==> src/sacl_ram.sv <==
// Single-port-write, registered-read memory holding one row per set.
`timescale 1ns / 1ps

module sacl_ram #(
  parameter int WIDTH = 8,
  parameter int DEPTH = 16,
  parameter int AW    = 4
) (
  input  logic             clk,
  input  logic             we,
  input  logic [AW-1:0]    waddr,
  input  logic [WIDTH-1:0] wdata,
  input  logic             re,
  input  logic [AW-1:0]    raddr,
  output logic [WIDTH-1:0] rdata
);

  logic [WIDTH-1:0] mem [DEPTH];

  always_ff @(posedge clk) begin
    if (we) begin
      mem[waddr] <= wdata;
    end
  end

  always_ff @(posedge clk) begin
    if (re) begin
      rdata <= mem[raddr];
    end
  end

endmodule

==> config.mk <==
export PLATFORM = sky130hd
export DESIGN_NAME = sacl_ram
export DESIGN_NICKNAME = d
export VERILOG_FILES = /design/src/sacl_ram.sv
export SDC_FILE = /design/constraint.sdc
export NUM_CORES = 1
export LEC_CHECK = 0
export ABC_AREA = 0
export BUFFER_PORTS_ARGS = -buffer_cell sky130_fd_sc_hd__buf_2
export CORE_MARGIN = 4
export CORE_UTILIZATION = 30
export CTS_BUF_LIST = sky130_fd_sc_hd__clkbuf_4
export DETAILED_ROUTE_END_ITERATION = 7
export GPL_TIMING_DRIVEN = 0
export PLACE_DENSITY = 0.57
export SYNTH_ARGS = -nofsm -noshare
export SYNTH_HDL_FRONTEND = slang
export SYNTH_SLANG_ARGS = --single-unit
==> constraint.sdc <==
create_clock -name clk -period 3.34 [get_ports clk]
set_clock_uncertainty 0.15 [all_clocks]
set_input_delay 0.668 -clock clk [delete_from_list [all_inputs] [get_ports clk]]
set_output_delay 0.668 -clock clk [all_outputs]
set_load 0.02 [all_outputs]
# [Word-level counts from Yosys, hierarchy flattened]
# Memories as Yosys holds them, arrays and structs flattened. A register that Yosys moved wholly into a read port is not among the register bits.
# Index checks and enable logic that the tools add are counted.
# Widths: inputs -> output; s select.
[op_classes] mux=2
[ops] op="$mux 1" n=2
[word_totals] inputBits=19 regBits=0 mem_count=1 word_cells=3 mem_bits_rw=128
[memory_table] memory="mem" words=16 word_bits=8 read_ports=1 rd_ports_with_merged_regs=1 write_ports=1 line_no="18" source="logic [WIDTH-1:0] mem [DEPTH];"

# [Longest topological paths before layout]
[logic_depth] ltp_word=2 depth_mapped=5 ltp_nobuf=3

# [Least setup slack after synthesis]
# No wires, ideal clock.
[synth_path] path_type="input to register" startpoint="input waddr[2]" endpoint="memory mem[0][0] (enable)" arrival_time_ns=1.778 stages=2 setup_time_ns=0.383 setup_slack_ns=1.029 t_required_ns=2.807 path_buffers=0 path_cell_list="or3b_2 > nor3_1"
[synth_lines] item="from (decl)" line_no="11" source="input logic [AW-1:0] waddr,"
[synth_lines] item="to (decl)" line_no="18"
# Straight into the memory's write port.

# [Worst setup path after layout]
[layout_path] startpoint="input waddr[2]" endpoint="memory mem[0][5] (enable)"
# Straight into the memory's write port.

==> impl_metrics.yaml <==
global_routing:
  antenna_found_initial: 0
  grt_pass1_vias: 2435
  grt_usage_pct: 10.5
  grt-ovfl-total: 0
  grt_max_degree: 17
  grt_pass1_wl_um: 14800
run:
  max_cap_viol_count: 0
route:
  wl_per_cell_um: 19.4
  dr.pass1.iters: 6
  drtAntennaViolNets: 0
  drt_iter0_markers: 344
  dr_total_vias: 2409
  drc: 0
  viasPerCell: 4.72
  wirelength_um: 9900
sta:
  drv_slew: 0
  setup_violations: 0
  whs_ps: 330
  setup_ws_ps: 1040
  worstMarginPinSlew_ps: 1230
  rsz0062_at_grt: "no"
  final-hold-violation-count: 0
  relSlewSlack_pct: 17.6
  post-route-period-util_pct: 68.9
  post-route-min-period_ps: 2300
  max_freq_mhz: 435
  finalSetupTns_ps: 0
die:
  initial_core_util_pct: 30.4
  rows: 48
  die_area_sq_um: 19600
  die_w_um: 140
  design.core.area_sq_um: 17200
  die_height_um: 140
  ios: 27
clock_tree:
  cts_tree: "built"
  numCtsBuffers: 17
  clockRootBuffer: "clkbuf_4"
  postCtsHoldBufs: 0
  clock_sinks: 136
  path_clk_slew_ps: 100
  clock_path_buffers: 2
  post_cts_buffers: 0
  insertion_delay_ps: 520
  cts_max_level: 4
  cts_resized: 0
status:
  status: "finished clean"
synthesis:
  synth_nets: 248
  synth.top_cells.by_count: "edfxtp_1 (136), mux4_2 (18), a22oi_1 (16), mux4_1 (14), nor2_1 (13)"
  async_reset_ff_share_pct: 0
  avgSynthCellArea_sq_um: 22.8
  netlist.area_leader.share_pct: 78.1
  syn-cell-area_sq_um: 5230
  yosysMostFrequentCell: "edfxtp_1"
  synth_cell_types: 18
  synth_top_cell_by_area: "edfxtp_1"
  ys_seq_elements: 136
  synth-main-ff-cell: "edfxtp_1"
  synth_cells: 229
  yosysSeqAreaShare_pct: 78.1
  ys_warn_count: 0
  synth_edf_count: 136
  netlist_top_cells_area: "edfxtp_1 (78%), mux4_2 (7.8%), mux4_1 (7.0%), a22oi_1 (2.3%), nor2_1 (0.93%)"
power_and_ir_drop:
  power_density_nw_per_um2: 553
  ir_worst_vdd_mv: 0.213
  power.leakage_nw: 1.92
cells_and_area:
  syn_to_final_growth_pct: 13.8
  drive_above_1_share_pct: 29.5
  antenna_cells: 0
  fin_nets: 292
worst_hold_path:
  min_from: "re"
  holdCritPathClass: "in -> reg"
place:
  pre_cts_ws_ps: 456
  io_buffers: 25
  dpl.hpwl_um: 6470
  gp_congestion: 0.709
worst_setup_path:
  cp-start-kind: "input port"
  cp-end-kind: "register"
  critPathArrivalTime_ps: 2280
  r2r_slack_ps: 1630
  critPathMaxFanout: 8
  path_class: "in -> reg"
  worst_ep_required_time_ps: 3320
  rr_startpoint: "mem[2][7]"
  startpoint: "waddr[2]"
-- cells in the final DEF, fill, tap and decap left out, types with 2 or more instances in the layout --
cell	n
edfxtp_1	136
buf_2	28
mux4_2	18
clkbuf_4	18
a22oi_1	16
mux4_1	14
nor2_1	13
nand2_1	9
nor3_1	4
bufinv_16	4
buf_6	3
clkdlybuf4s25_2	3
clkinv_4	3
clkinv_2	3
nand3b_1	2
nand2b_1	2
clkinvlp_4	2
-- stage by stage --
stage | util [%] | std cells | power [mW] | area (sq um)
after floorplan | - | 229 | 2.07 | 5230
after global placement | 32.8 | 479 | 2.15 | 5630
after detailed placement | 32.8 | 479 | 2.16 | 5630
after CTS | 34.6 | 510 | 3.32 | 5950
after global routing | 34.6 | 510 | 3.41 | 5950
final | 34.6 | 510 | 3.29 | 5950
-- where the power goes --
part	internal [mW]	switching (mW)	total (mW)
clock network	0.595	0.576	1.17
logic	0.0742	0.116	0.190
registers	1.92	0.00734	1.93
-- state kept, by name, summed over array words and instances, names as in the netlist --
signal,count
mem,128
rdata,8
-- critical path: stages --
cell,delay (ps)
buf_2,120
or3b_2,530
nor3_1,950
-- per-layer routing --
| layer | global-route usage (%) | wire length (um) | vias to the layer above |
|---|---|---|---|
| li1 | - | - | 1072 |
| met1 | 15.0 | 4750 | 1256 |
| met2 | 15.5 | 4620 | 71 |
| met3 | 2.97 | 453 | 10 |
| met4 | 3.52 | 82 | 0 |
| met5 | 0 | 0 | - |
-- worst paths after layout --
check / endpoint / cells after the start
max: mem[0][5] / 3
min: rdata[7] / 1
max reg2reg: rdata[7] / 3
min reg2reg: rdata[2] / 3
-- kinds of logic after synthesis --
family	after synthesis	share of synthesized area, %
flip-flops	136	78.1
AND/OR/NAND/NOR	35	3.14
buffers and inverters	10	1.65
multiplexers	32	14.8
AO/OA/AOI/OAI	16	2.30
-- area by class of cell --
cell class              instances  area (sq um)
clock inverters                13           180
flip-flops and latches        136          4080
plain buffers                  10          86.3
clock buffers                  18           135
repair buffers                 25           125
fillers                      1654         11200
well taps                     225           282
multi-input cells              83          1060
(Power assumes the default switching activity.)
