File: config.mk
export PLATFORM = sky130hd
export DESIGN_NAME = sacl_lookup
export DESIGN_NICKNAME = d
export VERILOG_FILES = /design/src/sacl_pkg.sv /design/src/sacl_lookup.sv
export SDC_FILE = /design/constraint.sdc
export NUM_CORES = 1
export LEC_CHECK = 0
export BUFFER_PORTS_ARGS = -buffer_cell sky130_fd_sc_hd__buf_2
export CORE_UTILIZATION = 25
export DETAILED_ROUTE_END_ITERATION = 8
export PLACE_DENSITY_LB_ADDON = 0.05
export SLEW_MARGIN = 15
export SYNTH_ARGS = -nofsm -noshare
export SYNTH_HDL_FRONTEND = slang
export SYNTH_SLANG_ARGS = --single-unit
File: constraint.sdc
create_clock -name vclk -period 18.68
set_clock_uncertainty 0.1 [all_clocks]
set_input_delay 3.736 -clock vclk [all_inputs]
set_output_delay 3.736 -clock vclk [all_outputs]
set_load 0.005 [all_outputs]
File: src/sacl_pkg.sv
// Shared types and constants of the set-associative cache tag array.
`timescale 1ns / 1ps

package sacl_pkg;

  // Configuration register indexes.
  localparam int CFG_IDX_W = 2;
  localparam int CFG_DATA_W = 4;
  localparam logic [CFG_IDX_W-1:0] CFG_OFFSET_BITS = 2'd0;
  localparam logic [CFG_IDX_W-1:0] CFG_SET_BITS    = 2'd1;
  localparam logic [CFG_IDX_W-1:0] CFG_WAYS_USED   = 2'd2;

  localparam logic [CFG_DATA_W-1:0] OFFSET_BITS_RST = 4'd6;
  localparam logic [CFG_DATA_W-1:0] SET_BITS_RST    = 4'd6;
  localparam logic [CFG_DATA_W-1:0] WAYS_USED_RST   = 4'd4;

  localparam int ADDR_W = 32;
  localparam int TAG_W  = 32;
  localparam int CNT_W  = 32;

  // Request kinds.
  localparam logic REQ_ACCESS = 1'b0;
  localparam logic REQ_INVAL  = 1'b1;

  typedef struct packed {
    logic              req_type;
    logic [ADDR_W-1:0] address;
  } in_item_t;

  typedef struct packed {
    logic             hit;
    logic [CNT_W-1:0] hit_count;
    logic [CNT_W-1:0] miss_count;
  } out_item_t;

endpackage

File: src/sacl_lookup.sv
// Parallel tag compare and victim selection over the ways of one set.
`timescale 1ns / 1ps

module sacl_lookup #(
  parameter int MAX_WAYS = 8,
  parameter int RW       = 3,
  parameter int WW       = 3,
  parameter int NWW      = 4
) (
  input  logic [MAX_WAYS-1:0]                    valid,
  input  logic [MAX_WAYS-1:0][RW-1:0]            rank,
  input  logic [MAX_WAYS-1:0][sacl_pkg::TAG_W-1:0] tags,
  input  logic [sacl_pkg::TAG_W-1:0]             tag,
  input  logic [NWW-1:0]                         nw,
  output logic                                   hit,
  output logic [WW-1:0]                          hit_way,
  output logic [WW-1:0]                          victim
);
  import sacl_pkg::*;

  logic          any_free;
  logic [WW-1:0] free_way;
  logic [WW-1:0] lru_way;

  // Scanning downwards lets the lowest matching way win.
  always_comb begin
    hit      = 1'b0;
    hit_way  = '0;
    any_free = 1'b0;
    free_way = '0;
    for (int i = MAX_WAYS - 1; i >= 0; i--) begin
      if (i < int'(nw)) begin
        if (valid[i] && tags[i] == tag) begin
          hit     = 1'b1;
          hit_way = WW'(i);
        end
        if (!valid[i]) begin
          any_free = 1'b1;
          free_way = WW'(i);
        end
      end
    end
  end

  // Least rank among the ways in use; a strict compare keeps the lowest way on a tie.
  always_comb begin
    lru_way = '0;
    for (int i = 1; i < MAX_WAYS; i++) begin
      if (i < int'(nw) && rank[i] < rank[lru_way]) begin
        lru_way = WW'(i);
      end
    end
  end

  assign victim = any_free ? free_way : lru_way;

endmodule

After elaboration in Yosys (flattened, before gate mapping)
Cells that the tools add are included.
{"block": "op_classes", "n_lt_le_gt_ge": 21, "eq_ne": 8, "n_reduce_logical": 15, "muxes": 84}
{"cell": "32-bit == test", "n": 8}
{"cell": "3-bit 2-to-1 mux", "n": 45}
{"cell": "3-bit binary-select mux with 3-bit select", "n": 6}
{"cell": "1-bit 2-to-1 mux", "n": 33}
{"cell": "3-bit by 4-bit < comparator with 1-bit output (second input constant)", "n": 6}
{"cell": "3-bit < comparator", "n": 7}
{"cell": "3-bit by 4-bit < comparator with 1-bit output (first input constant)", "n": 4}
{"cell": "1-bit logical AND", "n": 15}
{"cell": "1-bit by 4-bit < comparator with 1-bit output (first input constant)", "n": 2}
{"cell": "2-bit by 4-bit < comparator with 1-bit output (first input constant)", "n": 2}
{"block": "totals", "input_bits": 324, "word_cells": 128, "out_inout_bits": 7, "ff_bits": 0}

Logic depth before layout (Yosys ltp)
{"block": "depth", "word_depth": 34, "ltp_mapped": 52, "mapped_depth_nobuf": 52}

Worst setup path after synthesis
Ideal clock, no wire load.
{"block": "synth_timing", "path_type": "input to output", "startpoint": "input rank[1] (netlist name)", "endpoint": "output victim[2]", "stages": 47, "slack_ns": 1.015, "arrival_time_ns": 13.829, "required_ns": 14.844, "path_buffers": 1, "path_cell_list": "inv_1 ha_1 or3b_1 a211oi_2 nand2_1 o21a_1 ha_1 o21a_1 or3_2 nand2_1 nor2_1 a21oi_1 ha_1 a21o_1 a211oi_1 o21ai_2 o211a_1 clkbuf_8 [... 11 more ...] ha_1 nand2_1 a311oi_1 o22ai_2 o21ai_4 mux2_1 o32ai_2 ha_1 a2111oi_0 nand4_1 and3_1 mux2_4 ha_1 a211oi_1 a21oi_1 a21oi_1 a211oi_1 a311oi_1"}
{"block": "synth_via", "elab_chain_len": 34}
{"element": "start, declared", "line_no": "sacl_lookup.sv:11", "source": "input logic [MAX_WAYS-1:0][RW-1:0] rank,"}
{"element": "3-bit < comparator", "line_no": "sacl_lookup.sv:49", "source": "if (i < int'(nw) && rank[i] < rank[lru_way]) begin"}
{"element": "1-bit logical AND", "line_no": "sacl_lookup.sv:49"}
{"element": "1-bit 2-to-1 mux", "line_no": "sacl_lookup.sv:49"}
{"element": "3-bit binary-select mux with 3-bit select", "line_no": "sacl_lookup.sv:49"}
{"element": "3-bit 2-to-1 mux (implied by the code)", "line_no": "sacl_lookup.sv:49"}
{"element": "3-bit < comparator", "line_no": "sacl_lookup.sv:49"}
{"element": "1-bit logical AND", "line_no": "sacl_lookup.sv:49"}
{"element": "3-bit 2-to-1 mux", "line_no": "sacl_lookup.sv:49"}
{"element": "[... 18 more ...]"}
{"element": "1-bit logical AND", "line_no": "sacl_lookup.sv:49"}
{"element": "3-bit 2-to-1 mux", "line_no": "sacl_lookup.sv:49"}
{"element": "3-bit binary-select mux with 3-bit select", "line_no": "sacl_lookup.sv:49"}
{"element": "3-bit 2-to-1 mux (implied by the code)", "line_no": "sacl_lookup.sv:49"}
{"element": "3-bit < comparator", "line_no": "sacl_lookup.sv:49"}
{"element": "1-bit logical AND", "line_no": "sacl_lookup.sv:49"}
{"element": "3-bit 2-to-1 mux *", "line_no": "sacl_lookup.sv:49"}
{"element": "3-bit 2-to-1 mux *", "line_no": "sacl_lookup.sv:55", "source": "assign victim = any_free ? free_way : lru_way;"}
{"element": "end, declared", "line_no": "sacl_lookup.sv:17", "source": "output logic [WW-1:0] victim"}
Mark *: on every way between the ends. The rest lies on a longest branch, timed or not. The select of a mux whose other input is x is not followed.

Worst setup path after layout
{"block": "layout_timing", "startpoint": "input rank[1] (netlist name)", "endpoint": "output victim[0]"}
The elaborated chain is that of the path after synthesis.

==> flow_summary.toml <==
[floorplanning]
start_util_pct = 25.89
die-height_um = 136.5
dieArea_um2 = 18640
fp.dieW_um = 136.5
coreArea_um2 = 17480
num_rows = 48
io_pins = 331

[finish]
num-clock-buffers = 0
final_cell_mix = "buf_2, xnor2_1, xor2_1"
stdcell_count = 1136
final_util_pct = 36.68
drive_gt1_share_pct = 41.59
final_common_cell = "buf_2"
regArea_um2 = 0
n_sequential_cell = 0
synthToLayoutAreaGrowth_pct = 41.64
nNetsFinal = 1244
fill_cells = 1992

[power]
ir_worst_vdd_mv = 0.02184
total_power_uw = 307.7
cellPowerDensity_nw_per_um2 = 48.00
leakagePower_uw = 0.002808

[drt]
postRouteAntennaNets = 0
drt_drc_violations_left = 0
drtPass1Iterations = 4
wl_per_cell_um = 23.48
wl_mm = 26.68
drtIter0Drc = 248
via_per_inst = 5.158
num_vias = 5859

[placement]
globalplace.congestion = 0.8754
placed_cells = 1129
place.detailed.hpwl_mm = 23.28
port_buffers = 331

[setup_path]
worst_path_most_repeated_cell = "ha_1"
critPathRequiredTime_ns = 14.84
path_class = "in2out"
endpoint_kind = "primary output"
crit_slowest_cell = "or3_2"
worst-path-max-fanout = 8
cp-start-kind = "primary input"
arrival_ns = 14.15
critPathMaxStageDelay_ns = 0.46

[global_route]
grt_remaining_overflow = 0
grt_pass1_vias = 6168
grt_pass1_wl_mm = 37.47
antenna_found_initial = 7
grt_max_degree = 14
grt.total_usage_pct = 27.88

[timing]
fin_crit_sh_pct = 96.31
hold_viol_final = 0
setup_tns_ns = 0
rsz0062_at_grt = "false"
finalSetupViolCount = 0
tightest_slew_ns = 0.7092
report.final.slew_viol_count = 0
period_minus_slack_ns = 17.99
relSlewSlack_pct = 52.28
timing.fmax_mhz = 55.59

[synth]
synth_area_um2 = 4526
syn_nets = 939
synthCells = 601
synth-seq-area-share_pct = 0
synth_top_cell_area_share_pct = 28.45
syn_avg_cell_area_um2 = 7.530
yosysWarnings = 0
synth.area.top_cells = "xnor2_1, xor2_1, nand4_1"
synth_cell_type_count = 72
synth_area_leader_cell = "xnor2_1"

[clocking]
cts_hold_buf = 0

[outcome]
status = "finished clean"

[run]
max_cap_viol_count = 0

[min_path]
hold_path.class = "in2out"
==> repair_timing <==
action	4_1_cts	5_1_grt
setup buffers	0	0
endpoints found under the setup margin	0	3
resized for setup	0	9
==> where the power goes <==
group | switching [uW] | leakage (uW) | total [uW] | internal (uW)
sequential | 0 | 0 | 0 | 0
clock | 0 | 0.0000000444 | 0.0000504 | 0.0000503
combinational | 171 | 0.00281 | 308 | 137
total | 171 | 0.00281 | 308 | 137
==> synth_stat cells (3+ instances only) <==
library cell and instances:
xnor2_1 147, xor2_1 109, nand4_1 45, nor4_1 35
clkbuf_1 32, nand2_1 29, a21oi_1 18, nor2_1 17
ha_1 14, nand3_1 11, o21ai_0 10, a211oi_1 9
nor3_1 9, inv_1 8, o21a_1 7, a31oi_1 5
mux2i_1 5, o22ai_1 5, a31o_2 4, nand2b_1 4
or4_1 4, a211o_1 3, nor2b_1 3, o21bai_1 3
o41ai_1 3, or2_2 3
==> final cells by class <==
type	instances	area, um^2	area share (%)
Antenna cell	7	17.52	0.2733
Timing Repair Buffer	339	1717	26.78
Multi-Input combinational cell	557	4364	68.09
Inverter	8	30.03	0.4685
Tap cell	225	281.5	4.392
==> stage by stage <==
stage / cell area [um^2] / hold WS (ns) / setup slack, ns
final: 6410 / 7.726 / 0.6901
after global routing: 6407 / 7.757 / 0.01458
after CTS: 6360 / 7.738 / 0.2206
after detailed placement: 6360 / 7.738 / 0.2688
after global placement: 6360 / 7.744 / 0.4095
after floorplan: 4526 / 7.489 / 1.015
==> final timing paths <==
path                  from        end  slack [ns]  cells past startpoint
setup / recovery   rank[1]  victim[0]        0.69                     51
hold / removal    valid[0]  victim[0]        7.73                      3
==> per-layer routing <==
layer  vias up  global-route usage (%)  part of all wire [%]
met2       301                   48.84                    48
met4         0                   7.901                   2.2
met5         -                       0                     0
met3        32                   6.148                   8.2
met1      2741                   33.85                    41
li1       2785                       -                     -
==> worst max-delay path: cells and delay by family <==
kind / cells / cell delay (ns)
buffers and inverters: 4 / 0.48
and+or+nand+nor: 14 / 2.48
adders and majority gates: 7 / 2.06
AOI/OAI and AO/OA: 23 / 4.54
muxes: 3 / 0.80
==> logic make-up (layout without fill, tap and decap cells) <==
family / after synthesis / after routing / share of synthesized area (%)
XOR/XNOR: 256 / 256 / 49.54
AND/OR/NAND/NOR: 178 / 178 / 23.20
AO/OA/AOI/OAI: 102 / 102 / 17.42
buffers and inverters: 44 / 347 / 4.285
adder cells (fa/ha/maj): 14 / 14 / 3.871
multiplexers: 7 / 7 / 1.686
other: 0 / 7 / 0
No activity file was read; power rests on OpenSTA's default activity.
